===== config.mk =====
export PLATFORM = sky130hd
export DESIGN_NAME = dpq_cost
export DESIGN_NICKNAME = d
export VERILOG_FILES = /design/src/sv/dpq_pkg.sv /design/src/sv/dpq_cost.sv
export SDC_FILE = /design/constraint.sdc
export NUM_CORES = 1
export LEC_CHECK = 0
export ABC_AREA = 1
export CORE_ASPECT_RATIO = 0.9
export CORE_MARGIN = 3
export CORE_UTILIZATION = 55
export DETAILED_ROUTE_END_ITERATION = 8
export DONT_BUFFER_PORTS = 1
export GPL_TIMING_DRIVEN = 1
export PLACE_DENSITY_LB_ADDON = 0.25
export SLEW_MARGIN = 20
export SYNTH_ARGS = -nofsm -noshare
export SYNTH_HDL_FRONTEND = slang
export SYNTH_SLANG_ARGS = --single-unit

===== constraint.sdc =====
create_clock -name vclk -period 3.5
set_input_delay 0.175 -clock vclk [all_inputs]
set_output_delay 0.175 -clock vclk [all_outputs]
set_load 0.05 [all_outputs]

===== src/sv/dpq_pkg.sv =====
// Shared constants, types, gamma table and error arithmetic for the palette quantizer.
package dpq_pkg;

	localparam int MAX_LINE_WIDTH = 1024;
	localparam int COL_BITS       = $clog2(MAX_LINE_WIDTH);
	localparam int WID_BITS       = COL_BITS + 1;
	localparam int PAL_ENTRIES    = 256;
	localparam int PAL_BITS       = $clog2(PAL_ENTRIES);
	localparam int ERR_BITS       = 10;
	localparam int ERR_W          = 3 * ERR_BITS;
	localparam int COST_BITS      = 11;

	localparam logic signed [ERR_BITS-1:0] ERR_HI = {1'b0, {(ERR_BITS-1){1'b1}}};
	localparam logic signed [ERR_BITS-1:0] ERR_LO = {1'b1, {(ERR_BITS-1){1'b0}}};

	// configuration register indexes
	localparam logic [1:0] CFG_GREYSCALE = 2'd0;
	localparam logic [1:0] CFG_DIRECT    = 2'd1;
	localparam logic [1:0] CFG_WIDTH     = 2'd2;
	localparam logic [1:0] CFG_PSIZE     = 2'd3;

	localparam logic REQ_LOAD  = 1'b0;
	localparam logic REQ_PIXEL = 1'b1;

	// Floyd-Steinberg weights in sixteenths
	localparam logic [3:0] W_RIGHT  = 4'd7;
	localparam logic [3:0] W_BLEFT  = 4'd3;
	localparam logic [3:0] W_BELOW  = 4'd5;
	localparam logic [3:0] W_BRIGHT = 4'd1;

	typedef enum logic [13:0] {
		S_CLEAR  = 14'b00000000000001,
		S_IDLE   = 14'b00000000000010,
		S_RDERR  = 14'b00000000000100,
		S_DA     = 14'b00000000001000,
		S_PREP   = 14'b00000000010000,
		S_SEARCH = 14'b00000000100000,
		S_RESID  = 14'b00000001000000,
		S_DRD1   = 14'b00000010000000,
		S_DWR1   = 14'b00000100000000,
		S_DRD2   = 14'b00001000000000,
		S_DWR2   = 14'b00010000000000,
		S_DRD3   = 14'b00100000000000,
		S_DWR3   = 14'b01000000000000,
		S_OUT    = 14'b10000000000000
	} state_t;

	typedef struct packed {
		logic [7:0] r;
		logic [7:0] g;
		logic [7:0] b;
		logic [7:0] y;
		logic       grey;
	} cost_in_t;

	localparam logic [7:0] GAMMA [256] = '{
		8'h00, 8'h00, 8'h00, 8'h00, 8'h00, 8'h00, 8'h00, 8'h00,
		8'h00, 8'h00, 8'h00, 8'h00, 8'h00, 8'h00, 8'h00, 8'h00,
		8'h00, 8'h00, 8'h00, 8'h00, 8'h00, 8'h01, 8'h01, 8'h01,
		8'h01, 8'h01, 8'h01, 8'h01, 8'h01, 8'h02, 8'h02, 8'h02,
		8'h02, 8'h02, 8'h03, 8'h03, 8'h03, 8'h03, 8'h03, 8'h04,
		8'h04, 8'h04, 8'h04, 8'h05, 8'h05, 8'h05, 8'h05, 8'h06,
		8'h06, 8'h06, 8'h07, 8'h07, 8'h07, 8'h08, 8'h08, 8'h08,
		8'h09, 8'h09, 8'h09, 8'h0A, 8'h0A, 8'h0A, 8'h0B, 8'h0B,
		8'h0C, 8'h0C, 8'h0D, 8'h0D, 8'h0D, 8'h0E, 8'h0E, 8'h0F,
		8'h0F, 8'h10, 8'h10, 8'h11, 8'h11, 8'h12, 8'h12, 8'h13,
		8'h13, 8'h14, 8'h15, 8'h15, 8'h16, 8'h16, 8'h17, 8'h17,
		8'h18, 8'h19, 8'h19, 8'h1A, 8'h1B, 8'h1B, 8'h1C, 8'h1D,
		8'h1D, 8'h1E, 8'h1F, 8'h1F, 8'h20, 8'h21, 8'h21, 8'h22,
		8'h23, 8'h24, 8'h24, 8'h25, 8'h26, 8'h27, 8'h28, 8'h28,
		8'h29, 8'h2A, 8'h2B, 8'h2C, 8'h2D, 8'h2D, 8'h2E, 8'h2F,
		8'h30, 8'h31, 8'h32, 8'h33, 8'h34, 8'h35, 8'h36, 8'h37,
		8'h37, 8'h38, 8'h39, 8'h3A, 8'h3B, 8'h3C, 8'h3D, 8'h3E,
		8'h3F, 8'h41, 8'h42, 8'h43, 8'h44, 8'h45, 8'h46, 8'h47,
		8'h48, 8'h49, 8'h4A, 8'h4B, 8'h4D, 8'h4E, 8'h4F, 8'h50,
		8'h51, 8'h52, 8'h54, 8'h55, 8'h56, 8'h57, 8'h58, 8'h5A,
		8'h5B, 8'h5C, 8'h5D, 8'h5F, 8'h60, 8'h61, 8'h63, 8'h64,
		8'h65, 8'h67, 8'h68, 8'h69, 8'h6B, 8'h6C, 8'h6D, 8'h6F,
		8'h70, 8'h72, 8'h73, 8'h75, 8'h76, 8'h77, 8'h79, 8'h7A,
		8'h7C, 8'h7D, 8'h7F, 8'h80, 8'h82, 8'h83, 8'h85, 8'h87,
		8'h88, 8'h8A, 8'h8B, 8'h8D, 8'h8E, 8'h90, 8'h92, 8'h93,
		8'h95, 8'h97, 8'h98, 8'h9A, 8'h9C, 8'h9D, 8'h9F, 8'hA1,
		8'hA2, 8'hA4, 8'hA6, 8'hA8, 8'hA9, 8'hAB, 8'hAD, 8'hAF,
		8'hB0, 8'hB2, 8'hB4, 8'hB6, 8'hB8, 8'hBA, 8'hBB, 8'hBD,
		8'hBF, 8'hC1, 8'hC3, 8'hC5, 8'hC7, 8'hC9, 8'hCB, 8'hCD,
		8'hCF, 8'hD1, 8'hD3, 8'hD5, 8'hD7, 8'hD9, 8'hDB, 8'hDD,
		8'hDF, 8'hE1, 8'hE3, 8'hE5, 8'hE7, 8'hE9, 8'hEB, 8'hED,
		8'hEF, 8'hF1, 8'hF4, 8'hF6, 8'hF8, 8'hFA, 8'hFC, 8'hFF
	};

	// weighted share of an error, truncated toward zero
	function automatic logic signed [ERR_BITS-1:0] share(
		input logic signed [ERR_BITS-1:0] e,
		input logic [3:0] w
	);
		logic [ERR_BITS:0]   mag;
		logic [ERR_BITS+4:0] prod;
		logic [ERR_BITS:0]   m;
		mag  = e[ERR_BITS-1] ? ((ERR_BITS+1)'(0) - {e[ERR_BITS-1], e}) : {1'b0, e};
		prod = (ERR_BITS+5)'(mag) * (ERR_BITS+5)'(w);
		m    = prod[ERR_BITS+4:4];
		return e[ERR_BITS-1] ? ERR_BITS'((ERR_BITS+1)'(0) - m) : ERR_BITS'(m);
	endfunction

	function automatic logic signed [ERR_BITS-1:0] sat_add(
		input logic signed [ERR_BITS-1:0] a,
		input logic signed [ERR_BITS-1:0] b
	);
		logic signed [ERR_BITS:0] s;
		s = (ERR_BITS+1)'(a) + (ERR_BITS+1)'(b);
		if (s > (ERR_BITS+1)'(ERR_HI))
			return ERR_HI;
		if (s < (ERR_BITS+1)'(ERR_LO))
			return ERR_LO;
		return ERR_BITS'(s);
	endfunction

	// add the weighted residual to each channel of a stored error word
	function automatic logic [ERR_W-1:0] spread(
		input logic [ERR_W-1:0] word,
		input logic [ERR_W-1:0] res,
		input logic [3:0] w
	);
		logic [ERR_W-1:0] o;
		o = '0;
		for (int c = 0; c < 3; c++)
			o[c*ERR_BITS +: ERR_BITS] = sat_add(word[c*ERR_BITS +: ERR_BITS],
				share(res[c*ERR_BITS +: ERR_BITS], w));
		return o;
	endfunction

endpackage


===== src/sv/dpq_cost.sv =====
// Palette match cost unit: luma plus RGB absolute distance, or red distance in greyscale.
module dpq_cost import dpq_pkg::*; (
	input  cost_in_t              pix,
	input  logic [31:0]           entry,
	output logic [COST_BITS-1:0]  cost
);

	function automatic logic [7:0] absd(input logic [7:0] a, input logic [7:0] b);
		return (a >= b) ? a - b : b - a;
	endfunction

	logic [7:0] dr, dg, db, dy;

	always_comb begin
		dr = absd(pix.r, entry[7:0]);
		dg = absd(pix.g, entry[15:8]);
		db = absd(pix.b, entry[23:16]);
		dy = absd(pix.y, entry[31:24]);
		if (pix.grey)
			cost = COST_BITS'(dr);
		else
			cost = COST_BITS'(dr) + COST_BITS'(dg) + COST_BITS'(db) + COST_BITS'(dy);
	end

endmodule


==> flow_summary.yaml, run 1 <==
critical_path:
  crit_fanout: 6
  worst_setup_path_start_kind: "input port"
  worst_setup_path_end_kind: "output pin"
  required_ns: 3.32
  setup.worst_path.class: "input port to output pin"
  critical_path_arrival_ns: 3.75
drt:
  route.met3.wl_um: 1144
  met2RoutedLength_um: 6584
  routed.top_layer: "met4"
  routed_via_density: 5.495
  num_vias: 4808
  drtPass1Iterations: 5
  met1_length_um: 5111
  wirelength_um: 13400
  wirelength_per_cell_um: 15.32
  detail_route.drc_violations: 0
  detailedRoute.firstIterationViolations: 242
  ant_nets: 0
floorplan:
  die_height_um: 87.00
  std_cell_rows: 28
  die-area_um2: 8351
  initial_core_util: 0.5868
  num_io_pins: 76
  core_region_area_um2: 6832
  die_x_um: 95.99
cells_and_area:
  summed_area_of_non_filler_cells_in_the_final_layout_um2: 5613
  areaGrowthSynthToFinish_pct: 40.01
  area.sequential_um2: 0
  insertedDiodeCount: 0
  final_layout_size_suffix_gt1_frac: 0.3172
  layout.core_utilization: 0.8216
  fillers: 433
  layout.cells.most_common_list: "sky130_fd_sc_hd__nand2_1 (189), sky130_fd_sc_hd__inv_1 (145), sky130_fd_sc_hd__buf_4 (103), sky130_fd_sc_hd__ha_1 (46), sky130_fd_sc_hd__nand3_1 (36)"
  nClkBuffers: 0
  layout.nets: 945
  n_sequential_cell: 0
  mostFrequentLayoutCell: "sky130_fd_sc_hd__nand2_1"
global_routing:
  grt_antenna_before_repair: 0
  grt_max_degree: 12
  grt_use_total: 0.2841
  vias_in_the_first_global_route: 4694
  grt_first_pass_wirelength_um: 19640
  grt_remaining_overflow: 0
hold_path:
  worst_hold_path.endpoint: "cost[9]"
  hold_path.class: "input port to output pin"
  hold_path.startpoint: "pix[0]"
  hold-path-cell-count: 2
sta:
  maxSlewHeadroom: 0.2641
  finalWorstSetupSlack_ns: -0.4268
  finalCritPeriodShare: 1.122
  hold_viol: 0
  final-max-slew-violation-count: 0
  layout_min_cycle_time_ns: 3.927
  worst_pin_slew_ns: 1.097
  report.final.setup_viol: 8
  max_clock_freq_mhz: 254.7
  rsz0062_at_grt: "true"
yosys:
  synth.distinct_cells: 33
  yosysSeqAreaShare: 0
  synth.yosys.warnings: 0
  avgSynthCellArea_um2: 5.852
  synth.cell_area_um2: 4009
  syn_inst: 685
  syn-num-nets: 843
placed_design:
  io_buffer_count: 0
  hpwlAfterDp_um: 9394
  post-place-ws_ns: -0.3680
  gp_congestion: 0.9209
  place_area_um2: 4930
clock_tree:
  cts_hold_buffers: 0
power:
  powerDensity_nw_per_um2: 771.0
  cellLeakagePower_uw: 0.003211
  vdd_ir_drop_max_mv: 0.6006
outcome:
  violations: "setup timing"
  status: "complete, but fails checks"
job:
  timing.max_cap.violations: 0
==> power breakdown <==
group	switching, µW	internal (µW)
clock network	0	0
logic	2530	1800
registers	0	0
total	2530	1800
==> synthesized netlist by cell type <==
library cell,count,area share
sky130_fd_sc_hd__nand2_1,219,0.21
sky130_fd_sc_hd__inv_1,164,0.15
sky130_fd_sc_hd__ha_1,69,0.22
sky130_fd_sc_hd__nand3_1,48,0.060
sky130_fd_sc_hd__a21oi_1,36,0.045
sky130_fd_sc_hd__fa_1,24,0.12
sky130_fd_sc_hd__nor2_1,23,0.022
sky130_fd_sc_hd__xor2_1,22,0.048
sky130_fd_sc_hd__o21ai_0,12,0.015
sky130_fd_sc_hd__o21ai_1,9,0.011
sky130_fd_sc_hd__nand2_2,8,0.012
sky130_fd_sc_hd__xnor2_1,8,0.017
sky130_fd_sc_hd__nand4_1,6,0.0094
sky130_fd_sc_hd__buf_2,4,0.0050
sky130_fd_sc_hd__buf_4,4,0.0075
sky130_fd_sc_hd__o21a_1,4,0.0075
sky130_fd_sc_hd__inv_2,3,0.0028
sky130_fd_sc_hd__or2_2,3,0.0047
sky130_fd_sc_hd__a21o_1,2,0.0037
sky130_fd_sc_hd__and2_1,2,0.0031
sky130_fd_sc_hd__buf_6,2,0.0056
sky130_fd_sc_hd__o21bai_1,2,0.0037
sky130_fd_sc_hd__a21boi_0,1,0.0019
sky130_fd_sc_hd__a21oi_2,1,0.0022
sky130_fd_sc_hd__a31oi_1,1,0.0016
sky130_fd_sc_hd__clkbuf_1,1,0.00094
sky130_fd_sc_hd__conb_1,1,0.00094
sky130_fd_sc_hd__inv_4,1,0.0016
sky130_fd_sc_hd__nand3_2,1,0.0025
sky130_fd_sc_hd__nand3_4,1,0.0044
sky130_fd_sc_hd__nor2_4,1,0.0028
sky130_fd_sc_hd__o21ai_2,1,0.0022
sky130_fd_sc_hd__o22ai_1,1,0.0016
==> per-stage QoR <==
stage | power, µW | setup TNS (ns) | hold WS [ns] | std cells
finish | 4327 | -2.202 | 0.5138 | 875
global route | 4591 | -3.194 | 0.5148 | 875
CTS | 3779 | -1.268 | 0.5113 | 867
detailed placement | 3525 | -2.347 | 0.5089 | 844
global placement | 3393 | -1.798 | 0.5107 | 844
floorplan | 2482 | -0.6591 | 0.5424 | 685
==> layer usage <==
layer,vias to the layer above,GRT usage
met5,-,0
met4,0,0.08398
met3,70,0.04235
met2,257,0.5191
met1,2208,0.3389
li1,2273,-
==> kinds of logic after synthesis <==
group                      count (synthesis)  share of synthesized area
xor gates and xnor gates                  30                    0.06554
AOI/OAI and AO/OA                         70                    0.09551
buffers and inverters                    179                     0.1770
other                                      1                  0.0009354
and+or+nand+nor                          312                     0.3258
adders and majority gates                 93                     0.3352
==> layout make-up <==
type / count / area [µm²] / area share
Timing Repair Buffer: 110 / 878.3 / 0.1565
Inverter: 168 / 693.2 / 0.1235
Multi-Input combinational cell: 507 / 3929 / 0.7000
Tap cell: 90 / 112.6 / 0.02006
==> worst max-delay path by stage <==
| stage | end | depth (start not counted) | slack, ns | startpoint |
|---|---|---|---|---|
| finish | cost[8] | 22 | -0.43 | pix[31] |
| global route | cost[8] | 21 | -0.53 | pix[31] |
| CTS | cost[7] | 23 | -0.26 | pix[17] |
| detailed placement | cost[8] | 24 | -0.37 | pix[17] |
| global placement | cost[7] | 21 | -0.30 | pix[17] |
| floorplan | cost[7] | 21 | -0.19 | pix[9] |
==> critical path, stage by stage <==
cell and delay, ns:
sky130_fd_sc_hd__inv_1 0.02, sky130_fd_sc_hd__ha_1 0.30, sky130_fd_sc_hd__nand2_2 0.13, sky130_fd_sc_hd__nor2_4 0.18, sky130_fd_sc_hd__nand2_2 0.12, sky130_fd_sc_hd__nand3_4 0.15
sky130_fd_sc_hd__inv_4 0.07, sky130_fd_sc_hd__buf_4 0.13, sky130_fd_sc_hd__nand2_1 0.07, sky130_fd_sc_hd__nand2_2 0.09, sky130_fd_sc_hd__fa_1 0.54, sky130_fd_sc_hd__inv_1 0.05
sky130_fd_sc_hd__fa_1 0.49, sky130_fd_sc_hd__inv_2 0.05, sky130_fd_sc_hd__ha_4 0.24, sky130_fd_sc_hd__a21oi_2 0.25, sky130_fd_sc_hd__o22ai_2 0.11, sky130_fd_sc_hd__nor2_2 0.16
sky130_fd_sc_hd__nand3_1 0.11, sky130_fd_sc_hd__nand2_1 0.12, sky130_fd_sc_hd__nor2_4 0.05, sky130_fd_sc_hd__buf_12 0.14
==> timing repair <==
item                                    4_1_cts  5_1_grt
cloned                                        1        0
setup buffers                                22       13
pin swaps                                    29       34
gates resized for setup                      40       63
endpoints found under the setup margin        8        8
Note: power is estimated with default switching activity, not from simulation.
==> inputs of run 2 (changes only) <==
--- a/config.mk
+++ b/config.mk
@@ -13,6 +13,7 @@
 export DONT_BUFFER_PORTS = 1
 export GPL_TIMING_DRIVEN = 1
 export PLACE_DENSITY_LB_ADDON = 0.25
+export SKIP_LAST_GASP = 1
 export SLEW_MARGIN = 20
 export SYNTH_ARGS = -nofsm -noshare
 export SYNTH_HDL_FRONTEND = slang
==> flow_summary.yaml, run 2 (synthesis results as in run 1) <==
hold_path:
  hold-path-cell-count: 2
  hold_path.class: "input port to output pin"
drt:
  detailedRoute.firstIterationViolations: 250
  ant_nets: 0
  drtPass1Iterations: 6
  routed_via_density: 5.424
  num_vias: 4724
  wirelength_um: 13290
  wirelength_per_cell_um: 15.26
  detail_route.drc_violations: 0
power:
  swShare: 0.5837
  power_switching_uw: 2553
  comb_power_share: 1.000
  cellLeakagePower_uw: 0.003186
  cellInternalPower_uw: 1821
  vdd_ir_drop_max_mv: 0.5677
  clock_network_power_share: 0
  seqPwrFrac: 0
  powerDensity_nw_per_um2: 785.2
cells_and_area:
  layout.nets: 941
  layout.cells.most_common_list: "sky130_fd_sc_hd__nand2_1 (187), sky130_fd_sc_hd__inv_1 (140), sky130_fd_sc_hd__buf_4 (101), sky130_fd_sc_hd__ha_1 (48), sky130_fd_sc_hd__nand3_1 (35)"
  areaGrowthSynthToFinish_pct: 38.95
  final_layout_size_suffix_gt1_frac: 0.3175
  mostFrequentLayoutCell: "sky130_fd_sc_hd__nand2_1"
  layout.core_utilization: 0.8154
  n_sequential_cell: 0
  insertedDiodeCount: 0
  area.sequential_um2: 0
  nClkBuffers: 0
critical_path:
  critPathSlowestCell: "sky130_fd_sc_hd__fa_1"
  required_ns: 3.32
  crit_path_max_incr_delay_ns: 0.54
  worst_setup_path_start_kind: "input port"
  critical_path_arrival_ns: 3.75
  critPathMostFrequentCell: "sky130_fd_sc_hd__inv_2"
  crit_fanout: 6
  worst-path-stages: 23
  setup.worst_path.class: "input port to output pin"
  timing.critical_path.max_delay_family: "adder cells"
  worst_setup_path_end_kind: "output pin"
  critical_path.cell_chain: "clkinv_8, ha_4, inv_4, fa_2, nand2_1, nand2_2, nand3_4, nand3_4, inv_6, nand2_4, and2_4, fa_1, inv_2, fa_1, inv_2, ha_4, nand2_2, inv_2, nand4_1, nand3_1, xor2_1, nand2_1, nand2_4"
  critical_path.n_buffers_inverters: 6
sta:
  final-max-slew-violation-count: 0
  finalWorstSetupSlack_ns: -0.4224
  finalSetupTns_ns: -2.411
  max_clock_freq_mhz: 254.9
  maxSlewHeadroom: 0.2772
  layout_min_cycle_time_ns: 3.922
  report.final.setup_viol: 8
  rsz0062_at_grt: "true"
  worst_pin_slew_ns: 1.077
  hold_viol: 0
  finalCritPeriodShare: 1.121
floorplan:
  initial_core_util: 0.5868
  num_io_pins: 76
  std_cell_rows: 28
  die_height_um: 87.00
  die-area_um2: 8351
  core_region_area_um2: 6832
  die_x_um: 95.99
placed_design:
  io_buffer_count: 0
  gp_congestion: 0.9209
  hpwlAfterDp_um: 9394
global_routing:
  vias_in_the_first_global_route: 4625
  grt_max_degree: 12
  grt_first_pass_wirelength_um: 19290
  grt_use_total: 0.2796
  grt_antenna_before_repair: 0
  grt_remaining_overflow: 0
job:
  timing.max_cap.violations: 0
outcome:
  violations: "setup timing"
  status: "complete, but fails checks"
run 2: cell types whose count changed in the layout (fill, tap and decap cells not counted), sizes merged:
cell,change
buf,-4
run 2: power by group through the flow:
stage,clock network (µW),logic [µW],registers [µW]
after floorplan,0,2480,0
after global placement,0,3390,0
after detailed placement,0,3530,0
after CTS,0,3700,0
after global routing,0,4630,0
final,0,4370,0
run 2: what timing repair did:
item	CTS	global route
pin swaps	29	35
endpoints found under the setup margin	8	8
endpoints found under the hold margin	0	0
cloned	1	0
setup buffers	22	5
hold buffers	0	0
gates resized for setup	31	74
run 2: per-stage QoR:
step	power [µW]	hold slack, ns	cell area, µm²	setup slack, ns	std cells
finish	4374	0.5090	5570	-0.4224	871
detailed placement	3525	0.5089	4930	-0.3680	844
floorplan	2482	0.5424	4255	-0.1878	685
CTS	3704	0.5111	5255	-0.2610	867
global placement	3393	0.5107	4930	-0.2965	844
global route	4626	0.5126	5570	-0.5341	871
run 2: worst paths after layout:
check / from / end / slack (ns)
worst min-delay path: pix[0] / cost[4] / 0.51
worst max-delay path: pix[25] / cost[6] / -0.42
run 2: cell type report:
class                      instances  area (µm²)
tap                               90       112.6
timing repair buffer             106       840.8
multi-input combinational        507        3925
fill                             433        1261
inverter                         168       691.9
run 2: routing by layer:
metal	part of all wire	vias up	track usage
met5	0	-	0
met4	0.032	0	0.07106
met3	0.078	50	0.02766
met2	0.50	224	0.5166
met1	0.39	2193	0.3421
li1	-	2257	-
